$ cat src/ddo_pkg.sv
// Shared types and constants for the differential drive odometry core.
`default_nettype none
package ddo_pkg;

  localparam int CordicSteps = 16;
  localparam int StepBits    = 4;
  localparam int AdvBits     = 20;
  localparam int SumBits     = 21;   // wheel sum / difference
  localparam int CoefBits    = 34;   // CORDIC datapath and second multiply operand
  localparam int ProdBits    = SumBits + CoefBits;
  localparam int CfgIdxBits  = 2;
  localparam int CfgDataBits = 32;

  localparam logic signed [CoefBits-1:0] CordicGainInit = 34'sd652032874;

  typedef enum logic [CfgIdxBits-1:0] {
    REG_ANGLE_GAIN      = 2'd0,
    REG_INITIAL_X       = 2'd1,
    REG_INITIAL_Y       = 2'd2,
    REG_INITIAL_HEADING = 2'd3
  } reg_index_t;

  typedef enum logic [2:0] {
    ST_IDLE,
    ST_GAIN,
    ST_PREP,
    ST_CORDIC,
    ST_MUL_START,
    ST_MUL,
    ST_OUT
  } state_t;

  // arctan(2^-i) with full circle = 2^32
  function automatic logic [31:0] atan_entry(input logic [StepBits-1:0] i);
    logic [31:0] v;
    case (i)
      4'd0:    v = 32'd536870912;
      4'd1:    v = 32'd316933406;
      4'd2:    v = 32'd167458907;
      4'd3:    v = 32'd85004756;
      4'd4:    v = 32'd42667331;
      4'd5:    v = 32'd21354465;
      4'd6:    v = 32'd10679838;
      4'd7:    v = 32'd5340245;
      4'd8:    v = 32'd2670163;
      4'd9:    v = 32'd1335087;
      4'd10:   v = 32'd667544;
      4'd11:   v = 32'd333772;
      4'd12:   v = 32'd166886;
      4'd13:   v = 32'd83443;
      4'd14:   v = 32'd41722;
      default: v = 32'd20861;
    endcase
    return v;
  endfunction

endpackage
`default_nettype wire

$ cat src/differential_drive_odometry_core.sv
// Top level: differential drive dead-reckoning odometry.
// Steps per item: gain multiply, prep, 16 CORDIC steps, position multiply, output.
// The serial multipliers and the single CORDIC stage keep one item in flight at a time;
// a new item is taken only in idle, once the previous result has been accepted.
// Reset: pose and gain clear to zero; writes to pose registers load the pose.
`default_nettype none
module differential_drive_odometry_core #(
  parameter int ANGLE_BITS    = 16,
  parameter int POSITION_BITS = 32
) (
  input  wire logic                                    clk,
  input  wire logic                                    rst,
  input  wire logic                                    in_valid,
  output logic                                         in_ready,
  input  wire logic signed [ddo_pkg::AdvBits-1:0]      right_advance,
  input  wire logic signed [ddo_pkg::AdvBits-1:0]      left_advance,
  output logic                                         out_valid,
  input  wire logic                                    out_ready,
  output logic signed [POSITION_BITS-1:0]              pos_x,
  output logic signed [POSITION_BITS-1:0]              pos_y,
  output logic signed [ANGLE_BITS-1:0]                 heading,
  input  wire logic                                    cfg_valid,
  output logic                                         cfg_ready,
  input  wire logic [ddo_pkg::CfgIdxBits-1:0]          cfg_index,
  input  wire logic [ddo_pkg::CfgDataBits-1:0]         cfg_data
);

  localparam int SW = ddo_pkg::SumBits;
  localparam int KW = ddo_pkg::CoefBits;
  localparam int PW = ddo_pkg::ProdBits;

  ddo_pkg::state_t state, state_next;

  logic [31:0]              angle_gain;
  logic [POSITION_BITS-1:0] x_acc;
  logic [POSITION_BITS-1:0] y_acc;
  logic [ANGLE_BITS-1:0]    heading_acc;

  logic signed [SW-1:0] wsum;

  logic signed [KW-1:0] cx, cy, cz;
  logic [1:0]           quad;
  logic [ddo_pkg::StepBits-1:0] step;

  logic                 mul_load, mul_go;
  logic signed [SW-1:0] mul_a;
  logic signed [KW-1:0] mul_bx, mul_by;
  logic                 done_x, done_y;
  logic signed [PW-1:0] prod_x, prod_y;

  logic in_fire, out_fire, cfg_fire;
  assign in_fire  = in_valid && in_ready;
  assign out_fire = out_valid && out_ready;
  assign cfg_fire = cfg_valid && cfg_ready;
  assign cfg_ready = 1'b1;

  // next state
  always_comb begin
    state_next = state;
    case (state)
      ddo_pkg::ST_IDLE:      if (in_fire) state_next = ddo_pkg::ST_GAIN;
      ddo_pkg::ST_GAIN:      if (done_x) state_next = ddo_pkg::ST_PREP;
      ddo_pkg::ST_PREP:      state_next = ddo_pkg::ST_CORDIC;
      ddo_pkg::ST_CORDIC:    if (step == 4'(ddo_pkg::CordicSteps - 1))
                               state_next = ddo_pkg::ST_MUL_START;
      ddo_pkg::ST_MUL_START: state_next = ddo_pkg::ST_MUL;
      ddo_pkg::ST_MUL:       if (done_x) state_next = ddo_pkg::ST_OUT;
      ddo_pkg::ST_OUT:       if (out_ready) state_next = ddo_pkg::ST_IDLE;
      default:               state_next = ddo_pkg::ST_IDLE;
    endcase
  end

  // outputs
  always_comb begin
    in_ready = 1'b0;
    out_valid = 1'b0;
    mul_load = 1'b0;
    mul_go = 1'b0;
    case (state)
      ddo_pkg::ST_IDLE:      in_ready = 1'b1;
      ddo_pkg::ST_MUL_START: mul_go = 1'b1;
      ddo_pkg::ST_OUT:       out_valid = 1'b1;
      default: ;
    endcase
    if (in_fire) mul_load = 1'b1;
  end

  always_ff @(posedge clk) begin
    if (rst) state <= ddo_pkg::ST_IDLE;
    else     state <= state_next;
  end

  // multiplier operands: gain phase uses wheel difference, position phase wheel sum
  always_comb begin
    mul_a  = wsum;
    mul_bx = cx;
    mul_by = cy;
    if (mul_load) begin
      mul_a  = SW'(right_advance) - SW'(left_advance);
      mul_bx = KW'({1'b0, angle_gain});
    end else begin
      case (quad)
        2'd0:    begin mul_bx = cx;  mul_by = cy;  end
        2'd1:    begin mul_bx = -cy; mul_by = cx;  end
        2'd2:    begin mul_bx = -cx; mul_by = -cy; end
        default: begin mul_bx = cy;  mul_by = -cx; end
      endcase
    end
  end

  ddo_smul u_mul_x (
    .clk(clk), .rst(rst), .start(mul_load || mul_go),
    .mplier_in(mul_a), .mcand_in(mul_bx), .done(done_x), .product(prod_x)
  );

  ddo_smul u_mul_y (
    .clk(clk), .rst(rst), .start(mul_go),
    .mplier_in(mul_a), .mcand_in(mul_by), .done(done_y), .product(prod_y)
  );

  // rounding of products
  logic signed [PW-1:0] gain_rnd;
  logic signed [PW-1:0] dx_full, dy_full;
  assign gain_rnd = prod_x + PW'(64'sd1 <<< 23);
  assign dx_full  = (prod_x + PW'(64'sd1 <<< 30)) >>> 31;
  assign dy_full  = (prod_y + PW'(64'sd1 <<< 30)) >>> 31;

  // quadrant fold of the heading
  logic [31:0] ang32, ang_bias, zfold;
  assign ang32    = {heading_acc, {(32 - ANGLE_BITS){1'b0}}};
  assign ang_bias = ang32 + 32'h2000_0000;
  assign zfold    = ang32 - {ang_bias[31:30], 30'b0};

  logic signed [KW-1:0] sx, sy, at;
  assign sx = cx >>> step;
  assign sy = cy >>> step;
  assign at = KW'(ddo_pkg::atan_entry(step));

  logic [23:0] head_ext;
  logic [47:0] xin_ext, yin_ext;
  assign head_ext = {{8{cfg_data[15]}}, cfg_data[15:0]};
  assign xin_ext  = {{16{cfg_data[31]}}, cfg_data};
  assign yin_ext  = xin_ext;

  always_ff @(posedge clk) begin
    if (rst) begin
      angle_gain  <= '0;
      x_acc       <= '0;
      y_acc       <= '0;
      heading_acc <= '0;
    end else begin
      if (cfg_fire) begin
        case (cfg_index)
          ddo_pkg::REG_ANGLE_GAIN:      angle_gain  <= cfg_data;
          ddo_pkg::REG_INITIAL_X:       x_acc       <= xin_ext[POSITION_BITS-1:0];
          ddo_pkg::REG_INITIAL_Y:       y_acc       <= yin_ext[POSITION_BITS-1:0];
          ddo_pkg::REG_INITIAL_HEADING: heading_acc <= head_ext[ANGLE_BITS-1:0];
          default: ;
        endcase
      end
      if (state == ddo_pkg::ST_GAIN && done_x)
        heading_acc <= heading_acc + gain_rnd[24 + ANGLE_BITS - 1:24];
      if (state == ddo_pkg::ST_MUL && done_y) begin
        x_acc <= x_acc + dx_full[POSITION_BITS-1:0];
        y_acc <= y_acc + dy_full[POSITION_BITS-1:0];
      end
    end
  end

  always_ff @(posedge clk) begin
    if (in_fire) wsum <= SW'(right_advance) + SW'(left_advance);
    case (state)
      ddo_pkg::ST_PREP: begin
        cx   <= ddo_pkg::CordicGainInit;
        cy   <= '0;
        cz   <= KW'(signed'(zfold));
        quad <= ang_bias[31:30];
        step <= '0;
      end
      ddo_pkg::ST_CORDIC: begin
        if (!cz[KW-1]) begin
          cx <= cx - sy;
          cy <= cy + sx;
          cz <= cz - at;
        end else begin
          cx <= cx + sy;
          cy <= cy - sx;
          cz <= cz + at;
        end
        step <= step + 1'b1;
      end
      default: ;
    endcase
  end

  assign pos_x   = x_acc;
  assign pos_y   = y_acc;
  assign heading = heading_acc;

endmodule
`default_nettype wire

$ cat src/ddo_smul.sv
// Bit-serial signed multiplier: one multiplier bit per cycle, MSB weight negative.
`default_nettype none
module ddo_smul (
  input  wire logic                                    clk,
  input  wire logic                                    rst,
  input  wire logic                                    start,
  input  wire logic signed [ddo_pkg::SumBits-1:0]      mplier_in,
  input  wire logic signed [ddo_pkg::CoefBits-1:0]     mcand_in,
  output logic                                         done,
  output logic signed [ddo_pkg::ProdBits-1:0]          product
);

  localparam int PW = ddo_pkg::ProdBits;
  localparam int AW = ddo_pkg::SumBits;
  localparam int CW = $clog2(AW + 1);

  logic signed [PW-1:0] acc;
  logic signed [PW-1:0] mcand;
  logic [AW-1:0]        mplier;
  logic [CW-1:0]        count;
  logic                 busy;
  logic signed [PW-1:0] term;

  always_comb begin
    term = mplier[0] ? mcand : '0;
  end

  always_ff @(posedge clk) begin
    if (rst) begin
      busy  <= 1'b0;
      done  <= 1'b0;
      count <= '0;
    end else begin
      done <= 1'b0;
      if (start) begin
        busy  <= 1'b1;
        count <= '0;
      end else if (busy) begin
        count <= count + 1'b1;
        if (count == CW'(AW - 1)) begin
          busy <= 1'b0;
          done <= 1'b1;
        end
      end
    end
  end

  always_ff @(posedge clk) begin
    if (start) begin
      acc    <= '0;
      mcand  <= PW'(mcand_in);
      mplier <= mplier_in;
    end else if (busy) begin
      // sign bit of the multiplier carries negative weight
      if (count == CW'(AW - 1)) acc <= acc - term;
      else                      acc <= acc + term;
      mcand  <= mcand <<< 1;
      mplier <= mplier >> 1;
    end
  end

  assign product = acc;

endmodule
`default_nettype wire

$ cat config.mk
export PLATFORM = sky130hd
export DESIGN_NAME = differential_drive_odometry_core
export DESIGN_NICKNAME = d
export VERILOG_FILES = /design/src/ddo_pkg.sv /design/src/differential_drive_odometry_core.sv /design/src/ddo_smul.sv
export SDC_FILE = /design/constraint.sdc
export NUM_CORES = 2
export LEC_CHECK = 0
export ABC_AREA = 1
export ABC_CLOCK_PERIOD_IN_PS = 6700
export BUFFER_PORTS_ARGS = -buffer_cell sky130_fd_sc_hd__buf_2
export CELL_PAD_IN_SITES_DETAIL_PLACEMENT = 1
export CELL_PAD_IN_SITES_GLOBAL_PLACEMENT = 1
export CORE_ASPECT_RATIO = 0.9
export CORE_MARGIN = 2
export CORE_UTILIZATION = 40
export DETAILED_ROUTE_END_ITERATION = 7
export PLACE_DENSITY_LB_ADDON = 0.1
export SYNTH_ARGS = -nofsm -noshare
export SYNTH_HDL_FRONTEND = slang
export SYNTH_HIERARCHICAL = 1
export SYNTH_SLANG_ARGS = --single-unit
export TNS_END_PERCENT = 10
$ cat constraint.sdc
create_clock -name clk -period 6.7 [get_ports clk]
set_input_delay 0.67 -clock clk [delete_from_list [all_inputs] [get_ports clk]]
set_output_delay 0.67 -clock clk [all_outputs]
set_load 0.005 [all_outputs]
Yosys cells after proc, flatten, opt, wreduce, memory -nomap -nowiden
Memories as Yosys holds them, arrays and structs flattened. A register that Yosys moved wholly into a read port is not among the register bits.
Cells that the tools add are included.

operators by class
  add/sub/neg operators = 25
  reductions and logical operators = 24
  bitwise logic cells = 2
  equality and inequality tests = 19
  shift operators = 2
  multiplexer cells = 52

operators by type and width
  cell                                                               number
  55-bit 2-to-1 mux                                                  8
  34-bit case mux with 2 select lines                                3
  34-bit case mux with 3 select lines                                2
  32-bit 2-to-1 mux                                                  6
  34-bit 2-to-1 mux                                                  5
  55-bit by 32-bit adder with 55-bit output (second input constant)  2
  55-bit adder                                                       2
  55-bit subtractor                                                  2
  21-bit 2-to-1 mux                                                  5
  34-bit adder                                                       2
  34-bit negation                                                    2
  34-bit by 4-bit >>> shifter with 34-bit output                     2
  34-bit subtractor                                                  2
  32-bit adder                                                       2
  16-bit 2-to-1 mux                                                  3
  40-bit by 25-bit adder with 40-bit output (second input constant)  1
  34-bit by 33-bit adder with 34-bit output                          1
  34-bit by 33-bit subtractor with 34-bit output                     1
  32-bit by 30-bit adder with 32-bit output (second input constant)  1
  32-bit subtractor                                                  1
  20-bit by 20-bit adder with 21-bit output                          1
  3-bit case mux with 7 select lines                                 1
  20-bit by 20-bit subtractor with 21-bit output                     1
  16-bit adder                                                       1
  25 further kinds                                                   67

storage, ports and cells
  bits in read-only memories = 480
  logic and storage cells = 148
  memories = 1
  output and inout bits = 83
  input port bits = 79
  bits in registers = 520

memory list
  memory            depth  bits a word  read ports  clocked after memory_dff  wr ports  RTL line       RTL
  (name not given)  16     30           1           1                         0         ddo_pkg.sv:36  case (i)

Longest topological paths before layout
  depth in word-level cells = 6
  mapped depth = 33
  mapped depth without buffers = 30

Hierarchy
Netlist, hierarchy kept.

by module, submodules not included
  module                            area each (um2)  cells each  instances  sequential area each (um2)
  differential_drive_odometry_core  33563.4          5479        1          6776.5
  ddo_smul (u_mul_y)                11778.8          1931        1          3523.4
  ddo_smul (u_mul_x)                11776.3          1937        1          3523.4

Worst setup path after synthesis
Ideal clock, no wire load.

  path kind = flip-flop to flip-flop
  start = register state[2]
  end = register at[1] (netlist name)
  path buffers = 1
  slack = 1207 ps
  stages on the path, launching flop included = 13
  data required time = 6559 ps
  data arrival time = 5352 ps
  cell sequence = dfxtp_1 clkbuf_1 nor2_2 inv_1 nor2_1 inv_1 o22ai_1 inv_1 ha_1 inv_1 nor2_1 o21ai_0 o311ai_1

on the way
  cells in the longest elaborated chain, start to end = 3

RTL lines
  what                                                                      RTL line                                 RTL
  start, declared                                                           differential_drive_odometry_core.sv:32   ddo_pkg::state_t state, state_next;
  start signal, assigned                                                    differential_drive_odometry_core.sv:89   if (rst) state <= ddo_pkg::ST_IDLE;
  start signal, assigned                                                    differential_drive_odometry_core.sv:90   else state <= state_next;
  3-bit by 2-bit == test with 1-bit output                                  differential_drive_odometry_core.sv:172  case (state)
  4-bit case mux with 2 select lines or 2-bit nonzero test (tied branches)  --
  4-bit 2-to-1 mux (no source line) *                                       --

Every way passes the cells marked *; elsewhere a longest branch is shown, timed or not.
A chain may end at the register's enable or synchronous reset.

Worst setup path in the final report
  start = register step[0] in the netlist's numbering
  end = register cx[20], data pin

on the way
  cells in the longest elaborated chain, start to end = 4

RTL lines
  what                                               RTL line                                                                          RTL
  start, declared                                    differential_drive_odometry_core.sv:43                                            logic [ddo_pkg::StepBits-1:0] step;
  start signal, assigned                             differential_drive_odometry_core.sv:190                                           step <= step + 1'b1;
  34-bit by 4-bit >>> shifter with 34-bit output *   differential_drive_odometry_core.sv:136                                           assign sy = cy >>> step;
  34-bit subtractor or 34-bit adder (tied branches)  differential_drive_odometry_core.sv:182, differential_drive_odometry_core.sv:186
  34-bit 2-to-1 mux *                                differential_drive_odometry_core.sv:181                                           if (!cz[KW-1]) begin
  34-bit case mux with 2 select lines *              differential_drive_odometry_core.sv:172
  end signal, assigned                               differential_drive_odometry_core.sv:174                                           cx <= ddo_pkg::CordicGainInit;
  end signal, assigned                               differential_drive_odometry_core.sv:182                                           cx <= cx - sy;
  end signal, assigned                               differential_drive_odometry_core.sv:186                                           cx <= cx + sy;
  end, declared                                      differential_drive_odometry_core.sv:41                                            logic signed [KW-1:0] cx, cy, cz;

Marks and branches as above.

==> flow_metrics.py <==
metrics = {
    "sta": {
        "hold_violations": 0,
        "worstMarginPinSlew_ns": 1.129,
        "finalSetupViolations": 0,
        "setup_ws_ns": 1.477,
        "timing.fmax_mhz": 191.4,
        "fin_tns_setup_ns": 0,
        "grt_setup_unrepaired": "no",
        "final-max-slew-violation-count": 0,
        "slew-limit-headroom": 0.2471,
        "min_period_ns": 5.223,
        "post-route-period-util": 0.7796,
        "fin_worst_skew_ns": 0.04307,
    },
    "critical_path": {
        "rrSetupSlack_ns": 1.48,
        "cp-start-kind": "flop",
        "crit_start": "step[0]$_DFFE_PN_",
        "worstRegToRegCells": 22,
        "crit_type": "reg2reg",
        "arrival_ns": 5.77,
        "reg2reg_to": "cx[20]$_SDFFCE_PN1N_",
        "required_ns": 7.24,
        "r2r-start": "step[0]$_DFFE_PN_",
        "worstPathMaxFanout": 53,
        "worstSetupEndpoint": "cx[20]$_SDFFCE_PN1N_",
        "worstSetupEndpointType": "flop",
    },
    "floorplanning": {
        "die_h_um": 362.5,
        "coreArea_um2": 141800,
        "dieArea_um2": 145800,
        "num_io_pins": 162,
        "rows": 131,
        "dieWidth_um": 402.3,
        "start_util": 0.4029,
    },
    "clock_network": {
        "cts_tree": "yes",
        "cts_buffers": 74,
        "cts_resized": 0,
        "clock-sinks": 550,
        "hold_buffers": 0,
        "clkTransAtPathRegs_ns": 0.07,
        "cts_buffer_depth": 3,
        "post-cts-setup-buffers": 0,
        "htreeDepth": 3,
        "clock_latency_ns": 0.70,
        "clock-root-buffer": "clkbuf_16",
    },
    "yosys": {
        "syn_nets": 9784,
        "synthCells": 9347,
        "ys_ff_latch": 550,
        "yosysWarnings": 6,
        "post_synth_instance_area_um2": 57120,
        "ys_types": 69,
        "synth_flop_cell": "edfxtp_1",
        "async_reset_ff_frac": 0,
        "synth-edff-count": 281,
        "ys_seq_area_frac": 0.2420,
        "syn_avg_cell_area_um2": 6.111,
    },
    "routing": {
        "drtAntennaViolNets": 0,
        "via_count": 63490,
        "wl_per_cell_um": 21.69,
        "drt_pass1_iterations": 6,
        "drt_iter0_drc": 5339,
        "viasPerCell": 5.637,
        "drc": 0,
        "drt-total-wl_um": 244300,
    },
    "place": {
        "hpwl_um": 193300,
        "io_buffers": 160,
        "dp_slack_ns": 1.611,
        "place.gp.congestion": 0.9747,
    },
    "global_route": {
        "grt_max_degree": 107,
        "grt_pass1_wl_um": 373500,
        "antenna_found_initial": 10,
        "track_usage": 0.3259,
        "grt_overflow": 0,
        "grt_pass1_vias": 62600,
    },
    "worst_hold_path": {
        "worstHoldPathType": "in2reg",
    },
    "finish": {
        "num-fill-cells": 19330,
        "drive_above_1_share": 0.06043,
        "fin_nets": 9778,
        "areaGrowthSynthToFinish_pct": 8.683,
    },
    "pwr": {
        "worst_ir_drop_vdd_v": 0.0004275,
        "power_leakage_nw": 31.02,
        "power_density_nw_per_um2": 412.1,
    },
    "job": {
        "drv_cap": 0,
    },
    "run_status": {
        "status": "complete, no violations",
    },
}
stage by stage:
step / hold WS, ns / instances / utilization / power, mW / instance area [µm²]
floorplan: 0.4347 / 9347 / - / 16.26 / 57120
global placement: 0.4467 / 11130 / 0.4195 / 20.56 / 59470
detailed placement: 0.4556 / 11130 / 0.4195 / 20.94 / 59470
CTS: 0.2759 / 11260 / 0.4378 / 25.48 / 62080
global route: 0.3214 / 11260 / 0.4378 / 27.72 / 62080
finish: 0.3169 / 11260 / 0.4379 / 25.58 / 62080
worst min path at each step:
stage,start,depth (start not counted),endpoint
after floorplan,u_mul_x/product[10]$_SDFFE_PP0P_,2,u_mul_x/product[10]$_SDFFE_PP0P_
after global placement,u_mul_x/product[9]$_SDFFE_PP0P_,2,u_mul_x/product[9]$_SDFFE_PP0P_
after detailed placement,u_mul_y/product[14]$_SDFFE_PP0P_,2,u_mul_y/product[14]$_SDFFE_PP0P_
after global routing,cfg_data[23],3,angle_gain[23]$_SDFFE_PP0P_
final,cfg_data[21],3,angle_gain[21]$_SDFFE_PP0P_
after CTS,cfg_data[21],3,angle_gain[21]$_SDFFE_PP0P_
sequential cells by signal, indices dropped and copies added, names as in the netlist, 16 cells and up:
name,cells
u_mul_x/product,55
u_mul_y/mcand,55
pos_y,32
cx,34
u_mul_y/product,55
at,30
angle_gain,32
wsum,21
u_mul_y/mplier,21
u_mul_x/mcand,55
u_mul_x/mplier,21
pos_x,32
cz,34
heading,16
cy,34
logic make-up (layout without fill, tap and decap cells):
group | count (synthesis) | count (layout) | synth area share
xor+xnor | 365 | 365 | 0.05597
simple gates | 5010 | 5010 | 0.3669
flops | 550 | 550 | 0.2420
compound gates | 1526 | 1526 | 0.1504
fa+ha+maj | 358 | 358 | 0.07974
buf+inv | 1537 | 1590 | 0.1049
other cells | 1 | 2 | 0.00006565
report_power, final:
| part | leakage [nW] | switching, mW | total (mW) | internal (mW) |
|---|---|---|---|---|
| registers | 4.84 | 0.990 | 5.69 | 4.70 |
| logic | 24.9 | 10.8 | 15.5 | 4.73 |
| clock network | 1.27 | 1.83 | 4.38 | 2.54 |
| total | 31.0 | 13.6 | 25.6 | 12.0 |
worst max-delay path, cell delays in order, from the launching register on:
cell,delay (ns)
edfxtp_1,0.41
inv_2,0.71
nand2_1,0.19
nand3_1,0.17
nand3_1,0.08
nand2_1,0.11
nand2_1,0.06
nand2_1,0.21
inv_1,0.07
ha_1,0.22
nor2_1,0.14
xor2_1,0.15
inv_1,0.07
ha_1,0.35
nand2_1,0.09
o21ai_0,0.32
a21oi_1,0.21
o21ai_0,0.42
inv_1,0.16
o21ai_0,0.39
a21oi_1,0.16
or2_2,0.30
nand3_1,0.07
layer usage:
| metal | vias up | track usage | wire (µm) |
|---|---|---|---|
| met5 | - | 0 | 54 |
| met4 | 8 | 0.1014 | 8098 |
| met3 | 362 | 0.05597 | 17290 |
| met2 | 1839 | 0.5111 | 105900 |
| met1 | 30820 | 0.4540 | 112900 |
| li1 | 30460 | - | - |
final cells by class:
type	instances	area [µm²]	share of cell area
Sequential cell	550	13830	0.2227
Multi-Input combinational cell	7260	37360	0.6019
Clock inverter	41	479.2	0.007719
Timing Repair Buffer	229	1346	0.02169
Inverter	1226	4606	0.07419
Clock buffer	94	2125	0.03422
Tap cell	1862	2330	0.03753
Antenna cell	1	2.502	0.00004031
cell usage after synthesis (38+ instances only):
cell,number,area [µm²]
nand2_2,42,262.8
nor3_1,106,530.5
nor2_1,984,3694
clkbuf_1,199,747.0
buf_2,38,190.2
inv_1,1209,4538
o21bai_1,45,337.8
ha_1,348,4354
o211ai_1,45,337.8
nand2_1,2847,10690
xnor2_1,101,884.6
edfxtp_1,281,8438
nand3_1,741,3709
a31oi_1,88,550.5
a21oi_1,571,2858
o21ai_0,556,2783
buf_1,42,157.7
nand4_1,107,669.4
or2_2,46,287.8
dfxtp_1,269,5385
xor2_1,264,2312
cells in the final DEF, fill, tap and decap left out, types with 15 or more instances in the layout:
master and n:
nand2_1 2846, inv_1 1200, nor2_1 978, nand3_1 740
a21oi_1 571, o21ai_0 556, ha_1 348, edfxtp_1 281
dfxtp_1 267, xor2_1 264, buf_2 159, nand4_1 107
nor3_1 103, xnor2_1 101, a31oi_1 88, clkbuf_16 79
buf_4 68, or2_2 46, o21bai_1 45, o211ai_1 45
nand2_2 42, nor4_1 37, a21o_1 26, o21a_1 26
o21ai_1 24, o221ai_1 23, a221oi_1 23, nor2_2 22
inv_2 21, o31ai_1 18, nand3b_1 16, nand3_2 15
No activity file was read; power rests on OpenSTA's default activity.
